**src/design/hfr_pkg.sv**
```systemverilog
`timescale 1ns / 1ps
// ----------------------------------------------------------------------------
// hfr_pkg
// shared constants, types and the hex digit decode for the hex frame receiver
// ----------------------------------------------------------------------------
package hfr_pkg;

  localparam int LINE_CHARS = 64;
  localparam int CIDX_W     = $clog2(LINE_CHARS);

  localparam logic [7:0] SUM_TARGET    = 8'h55;
  localparam logic [7:0] CHAR_COLON    = 8'h3A;
  localparam logic [7:0] CHAR_NEWLINE  = 8'h0A;
  localparam logic [7:0] CHAR_NUL      = 8'h00;
  localparam logic [6:0] MAX_BYTES_RST = 7'd32;
  localparam logic [6:0] COUNT_MAX     = 7'd127;

  typedef struct packed {
    logic              in_frame;
    logic [CIDX_W-1:0] char_index;
    logic              low_nibble_next;
    logic [3:0]        high_nibble;
    logic [7:0]        running_sum;
    logic [7:0]        held_byte;
    logic              held_valid;
    logic [6:0]        decoded_count;
    logic              decode_stopped;
    logic              frame_failed;
  } frame_state_t;

  typedef struct packed {
    logic       data_valid;
    logic [7:0] data_byte;
    logic       frame_end;
    logic       frame_ok;
    logic [4:0] frame_length;
  } frame_result_t;

  function automatic logic [3:0] hex_value(input logic [7:0] c);
    logic [7:0] d;
    d = 8'h00;
    if (c >= 8'h30 && c <= 8'h39) begin
      d = c - 8'h30;
    end else if (c >= 8'h41 && c <= 8'h46) begin
      d = c - 8'h37;
    end
    return d[3:0];
  endfunction

endpackage

```
**src/design/hfr_step.sv**
```systemverilog
`timescale 1ns / 1ps
// ----------------------------------------------------------------------------
// hfr_step
// next frame state and result for one received character
// ----------------------------------------------------------------------------
module hfr_step (
  input  hfr_pkg::frame_state_t  cur,
  input  logic [7:0]             rx_char,
  input  logic [6:0]             max_bytes,
  output hfr_pkg::frame_state_t  nxt,
  output hfr_pkg::frame_result_t res,
  output logic                   has_result
);
  import hfr_pkg::*;

  logic       is_colon;
  logic       is_newline;
  logic       is_nul;
  logic       active;
  logic       taken;
  logic       do_finish;
  logic [3:0] low_val;
  logic [7:0] new_byte;
  logic       ok;

  assign is_colon   = (rx_char == CHAR_COLON);
  assign is_newline = (rx_char == CHAR_NEWLINE);
  assign is_nul     = (rx_char == CHAR_NUL);
  assign active     = !cur.decode_stopped && !cur.frame_failed;
  assign taken      = cur.in_frame && (cur.char_index < CIDX_W'(LINE_CHARS - 1));

  always_comb begin
    nxt       = cur;
    res       = '0;
    do_finish = 1'b0;
    low_val   = 4'd0;
    new_byte  = 8'h00;
    ok        = 1'b0;

    if (is_colon) begin
      nxt                 = '0;
      nxt.in_frame        = 1'b1;
      nxt.char_index      = CIDX_W'(1);
      nxt.low_nibble_next = 1'b1;
    end else if (taken) begin
      nxt.char_index = cur.char_index + CIDX_W'(1);
      if (is_newline || is_nul) begin
        do_finish = active && cur.low_nibble_next;
        if (is_nul) begin
          nxt.decode_stopped = 1'b1;
        end
      end else if (active) begin
        if (cur.low_nibble_next) begin
          do_finish = 1'b1;
          low_val   = hex_value(rx_char);
        end else begin
          nxt.high_nibble     = hex_value(rx_char);
          nxt.low_nibble_next = 1'b1;
        end
      end

      // complete a byte, emit the one held before it
      if (do_finish) begin
        new_byte            = {cur.high_nibble, low_val};
        nxt.low_nibble_next = 1'b0;
        if (cur.held_valid) begin
          res.data_valid = 1'b1;
          res.data_byte  = cur.held_byte;
        end
        nxt.running_sum = cur.running_sum + new_byte;
        nxt.held_byte   = new_byte;
        nxt.held_valid  = 1'b1;
        if (cur.decoded_count != COUNT_MAX) begin
          nxt.decoded_count = cur.decoded_count + 7'd1;
        end
        if (nxt.decoded_count >= max_bytes) begin
          nxt.frame_failed = 1'b1;
          nxt.held_valid   = 1'b0;
        end
      end

      if (is_newline) begin
        ok            = !nxt.frame_failed && (nxt.running_sum == SUM_TARGET);
        res.frame_end = 1'b1;
        res.frame_ok  = ok;
        if (ok && nxt.decoded_count != 7'd0) begin
          res.frame_length = 5'(nxt.decoded_count - 7'd1);
        end
        nxt.in_frame = 1'b0;
      end
    end
  end

  assign has_result = res.data_valid || res.frame_end;

endmodule

```
**src/design/hex_frame_receiver.sv**
```systemverilog
`timescale 1ns / 1ps
// ----------------------------------------------------------------------------
// hex_frame_receiver
// ascii hex frame decoder with 8-bit sum check
// ----------------------------------------------------------------------------
// Takes one character per cycle while in_tready is high and updates the frame
// state at the same edge; a word that yields a decoded byte or a frame end is
// held in a single output register. Input is taken every cycle while that
// register is empty or being read, so throughput is one character per clock.
// max_bytes resets to 32 and should be written only while the stream is idle.
module hex_frame_receiver (
  input  logic        clk,
  input  logic        rst_n,
  input  logic        cfg_wr_en,
  input  logic [6:0]  cfg_wr_data,  // max_bytes
  input  logic        in_tvalid,
  output logic        in_tready,
  input  logic [7:0]  in_tdata,     // rx_char
  output logic        out_tvalid,
  input  logic        out_tready,
  output logic [15:0] out_tdata,    // data_byte[7:0], frame_ok[8], frame_length[13:9], zero
  output logic        out_tuser,    // data_valid
  output logic        out_tlast     // frame_end
);
  import hfr_pkg::*;

  logic [6:0]    max_bytes_r;
  frame_state_t  state_r;
  frame_state_t  state_nxt;
  frame_result_t res_nxt;
  frame_result_t res_r;
  logic          has_result;
  logic          out_valid_r;
  logic          out_valid_nxt;
  logic          in_acc;

  hfr_step u_step (
    .cur        (state_r),
    .rx_char    (in_tdata),
    .max_bytes  (max_bytes_r),
    .nxt        (state_nxt),
    .res        (res_nxt),
    .has_result (has_result)
  );

  assign in_tready = !out_valid_r || out_tready;
  assign in_acc    = in_tvalid && in_tready;

  assign out_valid_nxt = in_acc ? has_result : (out_valid_r && !out_tready);

  always_ff @(posedge clk) begin
    if (!rst_n) begin
      max_bytes_r <= MAX_BYTES_RST;
      state_r     <= '0;
      out_valid_r <= 1'b0;
    end else begin
      if (cfg_wr_en) begin
        max_bytes_r <= cfg_wr_data;
      end
      if (in_acc) begin
        state_r <= state_nxt;
      end
      out_valid_r <= out_valid_nxt;
    end
  end

  always_ff @(posedge clk) begin
    if (in_acc && has_result) begin
      res_r <= res_nxt;
    end
  end

  assign out_tvalid = out_valid_r;
  assign out_tdata  = {2'b00, res_r.frame_length, res_r.frame_ok, res_r.data_byte};
  assign out_tuser  = res_r.data_valid;
  assign out_tlast  = res_r.frame_end;

endmodule
```
**config.mk**
```make
export PLATFORM = sky130hd
export DESIGN_NAME = hex_frame_receiver
export DESIGN_NICKNAME = d
export VERILOG_FILES = /design/src/design/hfr_pkg.sv /design/src/design/hfr_step.sv /design/src/design/hex_frame_receiver.sv
export SDC_FILE = /design/constraint.sdc
export NUM_CORES = 1
export LEC_CHECK = 0
export BUFFER_PORTS_ARGS = -buffer_cell sky130_fd_sc_hd__buf_2
export CELL_PAD_IN_SITES_DETAIL_PLACEMENT = 0
export CELL_PAD_IN_SITES_GLOBAL_PLACEMENT = 1
export CORE_ASPECT_RATIO = 0.7
export CORE_MARGIN = 10
export CORE_UTILIZATION = 30
export CTS_BUF_LIST = sky130_fd_sc_hd__clkbuf_8
export CTS_CLUSTER_DIAMETER = 100
export CTS_CLUSTER_SIZE = 30
export DETAILED_ROUTE_END_ITERATION = 12
export GPL_ROUTABILITY_DRIVEN = 1
export PLACE_DENSITY_LB_ADDON = 0.1
export REMOVE_ABC_BUFFERS = 1
export SKIP_CTS_REPAIR_TIMING = 1
export SLEW_MARGIN = 20
export SYNTH_ARGS = -nofsm -noshare
export SYNTH_HDL_FRONTEND = slang
export SYNTH_SLANG_ARGS = --single-unit
```
**constraint.sdc**
```tcl
create_clock -name clk -period 4 [get_ports clk]
set_input_delay 0.2 -clock clk [delete_from_list [all_inputs] [get_ports clk]]
set_output_delay 0.2 -clock clk [all_outputs]
set_load 0.03 [all_outputs]
```
After elaboration in Yosys (flattened, before gate mapping)
Cells that the tools add are included.

Logic and storage cells: 117. Flip-flop bits (word level): 62.

Eq/ne operators: 7. Add/subtract/negate cells: 6. Reductions and logical operators: 36. Magnitude comparators: 6. Mux-type cells: 40. Bitwise gates (word level): 5.

Operator list (number): 38-bit 2-to-1 mux (2); 24-bit 2-to-1 mux (3); 7-bit 2-to-1 mux (5); 16-bit 2-to-1 mux (2); 4-bit 2-to-1 mux (8); 9-bit 2-to-1 mux (2); 1-bit 2-to-1 mux (15); 5-bit 2-to-1 mux (3); 2-bit nonzero test (6); 1-bit logical AND (10); 8-bit adder (1); 8-bit by 4-bit == test with 1-bit output, second input constant (1); 8-bit by 6-bit == test with 1-bit output, second input constant (1); 8-bit by 7-bit == test with 1-bit output, second input constant (1); 8-bit by 6-bit greater-or-equal comparator with 1-bit output, second input constant (1); 8-bit by 7-bit greater-or-equal comparator with 1-bit output, second input constant (1); 8-bit by 6-bit <= comparator with 1-bit output, second input constant (1); 8-bit by 7-bit <= comparator with 1-bit output, second input constant (1); 8-bit logical NOT (1); 4-bit AND reduction (2); 4-bit OR reduction (2); 7-bit by 1-bit adder with 7-bit output, second input constant (1); 7-bit greater-or-equal comparator (1); 7-bit != test, second input constant (1); 16 further kinds (28).

Longest topological paths before layout
Gate-level depths: netlist of run 1.

Word-level depth: 23. Depth in mapped cells: 18.

Hierarchy
From an unflattened synthesis of run 1, not the netlist that was laid out.

Cell total of the unflattened synthesis: 517. Area total of the unflattened synthesis: 4276.6 um2.

Modules (own cells, without submodules): hex_frame_receiver (cells an instance 212, instances 1, area each 2319.7 um2); hfr_step (cells an instance 305, instances 1, area each 1956.9 um2).

Least setup slack after synthesis of run 1
OpenSTA, ideal clock, no wires.

Path type: in2reg. Start point: in in_tdata[0]. End point: reg res_r, in the netlist out_tdata[10], data pin. Arrival time: 3.411 ns. Setup slack: 0.454 ns. Setup time: 0.135 ns. Cell stages on the path: 18. Buffers on the path: 1. Cells stage by stage: inv_1 > ha_1 > nand2_1 > a211oi_4 > nor2_1 > buf_2 > and2_1 > ha_1 > inv_1 > fa_1 > or4_1 > o21ai_0 > maj3_1 > a32oi_1 > xnor2_1 > mux2i_1 > a2111oi_4 > and4_1.

Longest elaborated chain between the ends: 18.

Ends and longest elaborated chain: start: declaration (line hex_frame_receiver.sv:18) `input logic [7:0] in_tdata,`; 8-bit by 7-bit greater-or-equal comparator with 1-bit output / 8-bit by 7-bit <= comparator with 1-bit output (equally long branches) (line hfr_pkg.sv:44) `end else if (c >= 8'h41 && c <= 8'h46) begin`; 1-bit logical AND (line hfr_pkg.sv:44); 4-bit 2-to-1 mux (line hfr_pkg.sv:44); 4-bit 2-to-1 mux (line hfr_pkg.sv:42) `if (c >= 8'h30 && c <= 8'h39) begin`; 4-bit 2-to-1 mux (line hfr_step.sv:53) `if (cur.low_nibble_next) begin`; 4-bit 2-to-1 mux (line hfr_step.sv:52) `end else if (active) begin`; 4-bit 2-to-1 mux (line hfr_step.sv:47) `if (is_newline || is_nul) begin`; 4-bit 2-to-1 mux (line hfr_step.sv:45) `end else if (taken) begin`; [2 not listed]; 24-bit 2-to-1 mux (line hfr_step.sv:63) `if (do_finish) begin`; 24-bit 2-to-1 mux (line hfr_step.sv:45); 24-bit 2-to-1 mux (line hfr_step.sv:40) `if (is_colon) begin`; 8-bit by 7-bit == test with 1-bit output (line hfr_step.sv:83) `ok = !nxt.frame_failed && (nxt.running_sum == SUM_TARGET);`; 1-bit logical AND (line hfr_step.sv:83); 1-bit logical AND (line hfr_step.sv:86) `if (ok && nxt.decoded_count != 7'd0) begin`; 1-bit NOT (no line); 4-bit OR reduction (no line); end signal: assignment (line hex_frame_receiver.sv:69) `res_r <= res_nxt;`; end: declaration (line hex_frame_receiver.sv:31) `frame_result_t res_r;`.

Parallel ways exist; a longest one is shown, timed or not. The select of a mux whose other input is x is not followed. A chain may end at the register's enable or synchronous reset.

Worst setup path in the final report of run 1
Start point: reg state_r[1] (netlist bit). End point: reg res_r, in the netlist out_tdata[12], data pin.

Longest elaborated chain between the ends: 15.

Ends and longest elaborated chain: start: declaration (line hex_frame_receiver.sv:28) `frame_state_t state_r;`; start signal: assignment (line hex_frame_receiver.sv:61) `state_r <= state_nxt;`; 1-bit logical NOT * (line hfr_step.sv:29) `assign active = !cur.decode_stopped && !cur.frame_failed;`; 1-bit logical AND * (line hfr_step.sv:29); 4-bit 2-to-1 mux (line hfr_step.sv:52); 4-bit 2-to-1 mux (line hfr_step.sv:47); 4-bit 2-to-1 mux (line hfr_step.sv:45); 4-bit 2-to-1 mux (line hfr_step.sv:40); 8-bit adder (line hfr_step.sv:70) `nxt.running_sum = cur.running_sum + new_byte;`; 24-bit 2-to-1 mux (line hfr_step.sv:63); 24-bit 2-to-1 mux (line hfr_step.sv:45); 24-bit 2-to-1 mux (line hfr_step.sv:40); 8-bit by 7-bit == test with 1-bit output (line hfr_step.sv:83); 1-bit logical AND (line hfr_step.sv:83); 1-bit logical AND (line hfr_step.sv:86); 1-bit NOT (no line); 4-bit OR reduction (no line).

Every way passes the cells marked *; elsewhere a longest branch is shown, timed or not. The select of a mux whose other input is x is not followed.

==> flow_results.org, run 1 <==
** STA
- For the pin with the worst max-slew slack, the measured transition is approximately 0.83 ns.
- The count of pins over their slew limit is 0.
- Setup repair after global routing left no endpoint under its margin.
- Setup slack on the critical path of the routed design comes to 0.262 ns.
- Relative slew slack :: between 40 and 50%
- Min Tclk post-route :: ~3.7 ns
- Hold slack final :: between 0.07 and 0.08 ns
- Timing would allow up to 267 MHz.
- The final critical path takes up 93.5% of the cycle.
- Clock skew on the completed layout was measured at 0.00539 ns.
- Number of hold violations in the final report :: 0
- Final-report setup violation count :: 0

** Placement
- Detailed placer's ending HPWL :: approximately 7500 µm
- Number of port buffers :: 37
- At the end of routability-driven placement, the weighted congestion stood at 0.820.
- Post-Place Setup Slack :: -0.0862 ns
- The number of placed instances, taps included, is 608.

** Finish
- Share of post-route cells with drive strength above 1 :: 19.9%
- Final Instance Count excl. Fillers :: ~630
- The number of antenna diodes in the final layout is 0.
- Leaving out fill and tap cells, the most frequent cell in the layout is sky130_fd_sc_hd__nor2_1.
- The area growth from synthesis to layout is 18.4%.
- Layout Utilization :: 36.8%
- Nets@finish :: between 500 and 600
- In the layout the commonest cells are sky130_fd_sc_hd__nor2_1 (63), sky130_fd_sc_hd__dfxtp_1 (46), sky130_fd_sc_hd__buf_2 (37), sky130_fd_sc_hd__nand2_1 (26), sky130_fd_sc_hd__inv_1 (23).

** Yosys
- Summing every instance area after synthesis gives between 3000 and 4000 µm².
- In this run, synthesis inferred 16 flip-flops with an integrated enable.
- Yosys warning count :: 0
- Post-Syn Area per Cell :: 8.92 µm²
- For this run, the register share of the synthesized area comes to between 30% and 40%.
- Synthesis inferred 62 register bits.
- In the synthesized netlist the async set-or-reset flop fraction comes to 0%.
- Number of instances in the synthesized netlist :: between 400 and 500
- Yosys mapped the design onto 67 distinct sky130hd cell types.
- Leading register cell type out of synthesis :: sky130_fd_sc_hd__dfxtp_1

** Critical path
- The signal on the critical path passes through nor2_2 -> and2_1 -> or2b_2 -> nor2_2 -> inv_1 -> fa_1 -> or4_1 -> o21ai_0 -> maj3_1 -> a31oi_1 -> o21ai_2 -> nor3_1 -> a2111oi_4 -> and4_1.
- Critical path launch point type :: flop
- Kind of end point of the critical path :: flop
- The setup check on the worst reg-to-reg path leaves a slack of roughly 0.26 ns.
- Among the stages of the critical path, the cell type that occurs most often is sky130_fd_sc_hd__nor2_2.
- For the worst setup path, the data required time is between 4 and 5 ns.
- STA puts the critical path data arrival time at slightly below 4 ns.
- The number of buffers and inverters on the critical path is 1.
- Worst Path Class, Setup :: reg -> reg
- Peak fanout along the critical path :: 6
- Slowest cell on the critical path :: sky130_fd_sc_hd__or4_1
- In this design, the stage delay of the slowest critical-path cell is between 0.4 and 0.5 ns.
- Broken down by cell family, the worst path's largest delay share belongs to simple AND/OR/NAND/NOR gates.

** Power
- Summed over all cells, the static leakage comes to between 0.0015 and 0.002 µW.
- Total Power :: ~1300 µW
- Power density of the placed cells :: around 300 nW/µm²
- Across the VDD grid, the largest voltage drop is about 0.14 mV.

** Global route
- Largest net degree at the start of global routing :: 26
- The number of antenna violations at the first check in global routing came to 0.
- Residual overflow from global routing :: 0
- Global routing used between 10% and 20% of the available tracks.
- Vias in the first global route :: approximately 3000
- The first global-routing pass estimated 16500 µm of wire.

** Floorplanning
- The die is 152 µm wide.
- Core Box Area :: roughly 12000 µm²
- Once the floorplan was initialized, standard cells occupied 31.1% of the core.
- Overall die height :: approximately 110 µm
- Die area :: around 17000 µm²
- During I/O placement, the number of pins put on the boundary was 40.
- Core Rows :: 33

** Routing
- Routed metal-1 wire length :: 5590 µm
- Number of antenna-violating nets in the routed design :: 0
- The detailed router used layers up to and including met4.
- Post-route DRC violation count :: 0
- The final layout contains routed wiring with a total length of 10200 µm.
- The pre-antenna-repair detailed-routing pass consisted of 4 iterations.
- Number of vias after detailed routing :: between 3000 and 4000
- Via-to-Cell Ratio :: a little under 5
- Initial DRC count :: around 130
- After detailed routing, the met3 layer carries roughly 420 µm of wire.
- WL met2 :: a little over 4000 µm
- Dividing the detail-routed wire length by the instance count gives ~16 µm.

** Clocking
- Number of sinks driven by the clock tree :: 62
- Number of buffers created by CTS :: 9
- Later-pin clock latency in the skew report :: approximately 0.35 ns
- Max clock buf depth :: 2
- Clock transition at the registers of the reported paths :: approximately 0.07 ns
- The tree is rooted in a sky130_fd_sc_hd__clkbuf_8.
- H-tree lvl count :: 3
- CTS tree :: done

** Run
- Reported max-cap violation count :: 0

** Outcome
- Result of the run :: finished clean

** Min path
- The min-delay analysis places its worst path in the category in -> reg.
## area by class of cell
cell class / count / area [µm²]
clock buffer: 9 / 124
clock inverter: 7 / 82.6
fill: 1218 / 7490
inverter: 22 / 82.6
multi-input combinational: 311 / 2140
sequential: 62 / 1400
tap: 157 / 196
timing repair buffer: 57 / 335
## metrics by stage
| step | area, µm² | TNS (ns) |
|---|---|---|
| 3_3_place_gp | 4130 | 0 |
| 2_1_floorplan | 3600 | 0 |
| 5_1_grt | 4360 | 0 |
| 3_5_place_dp | 4130 | -0.398 |
| 4_1_cts | 4330 | 0 |
| 6_report | 4360 | 0 |
## state kept, by name (all words and copies together), names as in the netlist
signal	cells
max_bytes_r	7
out_tdata	14
out_tlast	1
out_tuser	1
out_tvalid	1
state_r	38
## worst paths after layout
kind	cells after the start	to	startpoint
setup reg to reg	14	out_tdata[12]	state_r[1]
hold / removal	3	max_bytes_r[5]	cfg_wr_data[5]
hold reg to reg	2	state_r[37]	state_r[37]
setup / recovery	14	out_tdata[12]	state_r[1]
## synth_stat cells (3+ instances only)
cell / instances / area (µm²)
sky130_fd_sc_hd__a21oi_1: 15 / 75.1
sky130_fd_sc_hd__a22oi_1: 18 / 135
sky130_fd_sc_hd__a31oi_1: 5 / 31.3
sky130_fd_sc_hd__a32oi_1: 5 / 43.8
sky130_fd_sc_hd__and2_1: 13 / 81.3
sky130_fd_sc_hd__and3_1: 4 / 25.0
sky130_fd_sc_hd__and4_1: 7 / 61.3
sky130_fd_sc_hd__buf_4: 3 / 22.5
sky130_fd_sc_hd__clkbuf_1: 14 / 52.6
sky130_fd_sc_hd__dfxtp_1: 46 / 921
sky130_fd_sc_hd__edfxtp_1: 16 / 480
sky130_fd_sc_hd__ha_1: 20 / 250
sky130_fd_sc_hd__inv_1: 21 / 78.8
sky130_fd_sc_hd__mux2_2: 3 / 33.8
sky130_fd_sc_hd__mux2i_1: 8 / 80.1
sky130_fd_sc_hd__nand2_1: 26 / 97.6
sky130_fd_sc_hd__nand2b_1: 7 / 43.8
sky130_fd_sc_hd__nand3_1: 13 / 65.1
sky130_fd_sc_hd__nand3b_1: 4 / 30.0
sky130_fd_sc_hd__nand4_1: 3 / 18.8
sky130_fd_sc_hd__nor2_1: 64 / 240
sky130_fd_sc_hd__nor2b_1: 4 / 25.0
sky130_fd_sc_hd__nor3_1: 11 / 55.1
sky130_fd_sc_hd__o21ai_0: 13 / 65.1
sky130_fd_sc_hd__or3_1: 3 / 18.8
sky130_fd_sc_hd__xnor2_1: 9 / 78.8
sky130_fd_sc_hd__xor2_1: 8 / 70.1
## power breakdown
group | internal (µW) | switching [µW] | leakage [µW]
clock network | 343 | 256 | 0.000115
registers | 644 | 2.04 | 0.000501
logic | 24.8 | 41.9 | 0.00106
total | 1010 | 300 | 0.00168
## worst register-to-register path, stage by stage (launching register included)
cell and delay, ns:
sky130_fd_sc_hd__dfxtp_1 0.36, sky130_fd_sc_hd__nor2_2 0.13, sky130_fd_sc_hd__and2_1 0.15, sky130_fd_sc_hd__or2b_2 0.33
sky130_fd_sc_hd__nor2_2 0.17, sky130_fd_sc_hd__inv_1 0.08, sky130_fd_sc_hd__fa_1 0.46, sky130_fd_sc_hd__or4_1 0.48
sky130_fd_sc_hd__o21ai_0 0.13, sky130_fd_sc_hd__maj3_1 0.26, sky130_fd_sc_hd__a31oi_1 0.10, sky130_fd_sc_hd__o21ai_2 0.12
sky130_fd_sc_hd__nor3_1 0.11, sky130_fd_sc_hd__a2111oi_4 0.47, sky130_fd_sc_hd__and4_1 0.26
## routing by layer
| metal | global-route usage (%) | vias up |
|---|---|---|
| met1 | 16.9 | 1450 |
| met3 | 3.25 | 13 |
| met2 | 16.4 | 50 |
| met5 | 0 | - |
| met4 | 3.87 | 0 |
| li1 | - | 1583 |
## cells by family (layout without fill, tap and decap cells)
| kind of cell | Yosys count | after routing | share of synthesized area, % |
|---|---|---|---|
| DFF | 62 | 62 | 38.1 |
| AOI/OAI and AO/OA | 83 | 83 | 16.9 |
| muxes | 11 | 11 | 3.09 |
| xor gates and xnor gates | 18 | 18 | 4.79 |
| buffers and inverters | 41 | 95 | 4.55 |
| other | 1 | 2 | 0.102 |
| and+or+nand+nor | 174 | 174 | 24.6 |
| adders and majority gates | 23 | 23 | 7.88 |
No activity file was read; power rests on OpenSTA's default activity.
==> run 2: changes to the inputs <==
- REMOVE_ABC_BUFFERS: 1 -> not set
==> run 2 against run 1 <==
Clock power is 8.2% lower. Register-to-register slack worse by 0.03 ns. Highest routed layer unchanged. Final cell count is 0.64% lower. Global-route usage is 0.075 points higher.
==> flow_results.org, run 2 (synthesis results as in run 1) <==
** Outcome
- Result of the run :: finished clean

** Clocking
- The total clock sinks was 62 (unchanged).
- Later-pin clock latency in the skew report :: 0.35 ns (about the same)
- The cell sitting at the root of the clock tree is a sky130_fd_sc_hd__clkbuf_8.
- H-tree lvl count :: 3 (unchanged)
- The number of buffers inserted during clock tree synthesis came to 9 (unchanged).
- CTS tree :: done
- Clock transition at the registers of the reported paths :: 0.07 ns (about the same)
- The buffer levels on the longest clock path came to 2 (unchanged).

** Global route
- Met1 usage in global routing :: 17.3% (+0.41 points)
- Vias in the first global route :: 2981 (-2.7%)
- Combined global-route utilization of all metal layers :: 11.8% (+0.075 points)
- The global-route met2 utilization is 16.3% (-0.12 points).
- Grt met3 use :: 3.48% (+0.23 points)
- Residual overflow from global routing :: 0 (unchanged)
- Largest net degree at the start of global routing :: 37 (+42%)
- The layer flagged by global routing as most heavily used is met1.
- Initial antenna violation count :: 0 (unchanged)
- The global-route wire length before repair is 16400 µm (-0.21%).

** Finish
- The register area came to 1400 µm² (unchanged).
- Number of fillers in the final layout :: 1239 (+1.7%)
- The area used by multi-input combinational logic came to 2120 µm² (-0.70%).
- The top cell types in the final layout, fill and taps aside, are sky130_fd_sc_hd__nor2_1 (64), sky130_fd_sc_hd__dfxtp_1 (46), sky130_fd_sc_hd__buf_2 (37), sky130_fd_sc_hd__nand2_1 (26), sky130_fd_sc_hd__inv_1 (21).
- Cell area after layout :: 4300 µm² (-1.4%)
- Leaving out fill and tap cells, the most frequent cell in the layout is sky130_fd_sc_hd__nor2_1.
- Nets@finish :: 500 (-0.79%)
- Diode count :: 0 (unchanged)
- Post-synthesis to final-layout area growth :: 16.7%
- Max reg flops :: 38 (unchanged)
- The layout cell share with drive strength beyond 1 is 18.5% (-1.3 points).
- Register with the most flip-flops :: state_r

** Floorplanning
- Core Box Area :: 11900 µm² (unchanged)
- Die area :: 17200 µm² (unchanged)
- Core Rows :: 33 (unchanged)
- DIE WIDTH :: 152 µm (unchanged)
- Number of placed I/O pins :: 40 (unchanged)
- The starting density of the core came to 31.1% (unchanged).
- The vertical extent of the die was 113 µm (unchanged).

** Critical path
- Crit path largest cell delay :: 0.49 ns (about the same)
- Walking the worst path, the cells encountered are nor2_2 -> and2_1 -> or2b_2 -> nor2_1 -> inv_1 -> fa_1 -> or4_1 -> o21ai_0 -> maj3_1 -> a32oi_1 -> xnor2_1 -> mux2i_1 -> a2111oi_4 -> and4_1.
- STA classifies the critical path startpoint as a flop.
- The slowest stage of the critical path is the sky130_fd_sc_hd__or4_1 cell.
- Peak fanout along the critical path :: 6 (unchanged)
- In this run the critical register-to-register path is launched from state_r[0].
- The setup path with the least slack is of type reg -> reg.
- Startpoint of the most critical setup path :: state_r[0]
- Critical path data required time :: 4.22 ns (about the same)
- The critical path data arrival time is 3.99 ns (+0.03 ns).
- Kind of end point of the critical path :: flop

** STA
- Min Tclk post-route :: 3.77 ns (+0.0338 ns)
- Relative slew slack :: 24.5% (-20 points)
- RSZ-0062 raised after global routing :: false
- Layout Skew :: 0.00488 ns (-0.000512 ns)
- Tcrit/Tclk final :: 94.3% (+0.85 points)
- The count of pins over their slew limit was 0 (unchanged).
- Fmax :: 265 MHz (-0.90%)
- The count of final hold-check violations was 0 (unchanged).
- The sum of negative setup slack is 0 ns (unchanged).
- Final-report setup violation count :: 0 (unchanged)
- The transition time at the pin with the least slew margin came to 1.12 ns (+0.298 ns).

** Routing
- The total wire length after detailed routing was 10400 µm (+2.0%).
- Avg WL per Cell :: 16.7 µm (+2.7%)
- Post-route DRC violation count :: 0 (unchanged)
- The number of vias per cell after detailed routing was 4.95 (about the same).
- The antenna violation net count after detailed routing came to 0 (unchanged).
- Number of vias after detailed routing :: 3077 (-0.61%)
- Length of the first detailed-routing pass in iterations :: 4 (unchanged)
- The initial DRC count came to 217 (+71%).

** Power
- The net switching power came to 297 µW (-0.76%).
- Internal power summed over all cells :: 963 µW (-4.7%)
- The fraction of power spent switching nets was 23.6% (+0.73 points).
- Pleak :: 0.00163 µW (-2.6%)
- Part of the total power dissipated in combinational logic :: 5.2% (about the same)
- The sequential fraction of design power came to 51.2% (+2.0 points).
- IR Drop Worst-Case VDD :: 0.142 mV (-0.23%)
- The share of power burned in the clock network came to 43.6% (-2.1 points).
- Power density of the placed cells :: 293 nW/µm² (-2.4%)

** Min path
- Hold/Removal Path Class :: in -> reg
- The startpoint identified for the worst hold timing path is cfg_wr_data[5].

** Placement
- Detailed placer's ending HPWL :: 7590 µm (+1.1%)
- The final weighted congestion in routability-driven placement is 0.835 (+1.9%).
- Number of port buffers :: 37 (unchanged)
- The placement-stage cell area was 4100 µm² (-0.55%).

** Run
- Reported max-cap violation count :: 0 (unchanged)
## run 2: cell types whose count changed in the layout (fill, tap and decap cells not counted)
cell	change
sky130_fd_sc_hd__nor2_2	-1
sky130_fd_sc_hd__inv_1	-2
sky130_fd_sc_hd__o21ai_2	-1
sky130_fd_sc_hd__clkinv_1	+3
sky130_fd_sc_hd__clkinv_2	-1
sky130_fd_sc_hd__bufinv_16	-1
sky130_fd_sc_hd__nand4_2	+1
sky130_fd_sc_hd__nand4_4	-1
sky130_fd_sc_hd__clkbuf_8	+1
sky130_fd_sc_hd__nor2_1	+1
sky130_fd_sc_hd__buf_4	-4
sky130_fd_sc_hd__o21ai_1	+1
## run 2: worst paths after layout
path,depth (start not counted),slack (ns),end
setup / recovery,14,0.23,out_tdata[12]
hold / removal,3,0.06,max_bytes_r[5]
setup reg to reg,14,0.23,out_tdata[12]
hold reg to reg,2,0.47,state_r[37]
## run 2: area by class of cell
| type | instances | share of cell area, % |
|---|---|---|
| inverter | 22 | 1.92 |
| multi-input combinational | 311 | 49.4 |
| clock buffer | 10 | 3.20 |
| timing repair buffer | 53 | 7.11 |
| clock inverter | 6 | 1.19 |
| sequential | 62 | 32.6 |
| tap | 157 | 4.57 |
## run 2: metrics by stage
stage / hold WS, ns / util (%) / worst slack (ns) / power [µW] / cells
floorplan: 0.299 / - / 0.454 / 699 / 414
global placement: 0.425 / 34.6 / 0.0995 / 725 / 605
detailed placement: 0.425 / 34.6 / -0.0152 / 725 / 605
CTS: 0.0527 / 36.2 / 0.234 / 1280 / 621
global route: 0.0536 / 36.3 / 0.00309 / 1310 / 621
finish: 0.0649 / 36.3 / 0.228 / 1260 / 621
## run 2: power by group through the flow
stage | Sequential (µW) | Combinational [µW] | Clock (µW)
5_1_grt | 646 | 73.1 | 595
4_1_cts | 646 | 65.6 | 568
2_1_floorplan | 659 | 40.1 | 0
6_report | 646 | 65.0 | 550
3_3_place_gp | 660 | 64.8 | 0
3_5_place_dp | 660 | 65.1 | 0
## run 2: routing by layer
metal	vias up	part of all wire, %
met2	52	39
met1	1448	56
met4	0	0.88
met5	-	0
li1	1567	-
met3	10	4.1
## run 2: worst max-delay path: cells and delay by family (launching register included)
kind | cells | cell delay [ns]
buf+inv | 1 | 0.09
mux | 1 | 0.14
compound gates | 3 | 0.63
flops | 1 | 0.34
fa+ha+maj | 2 | 0.70
simple gates | 6 | 1.59
xor+xnor | 1 | 0.15
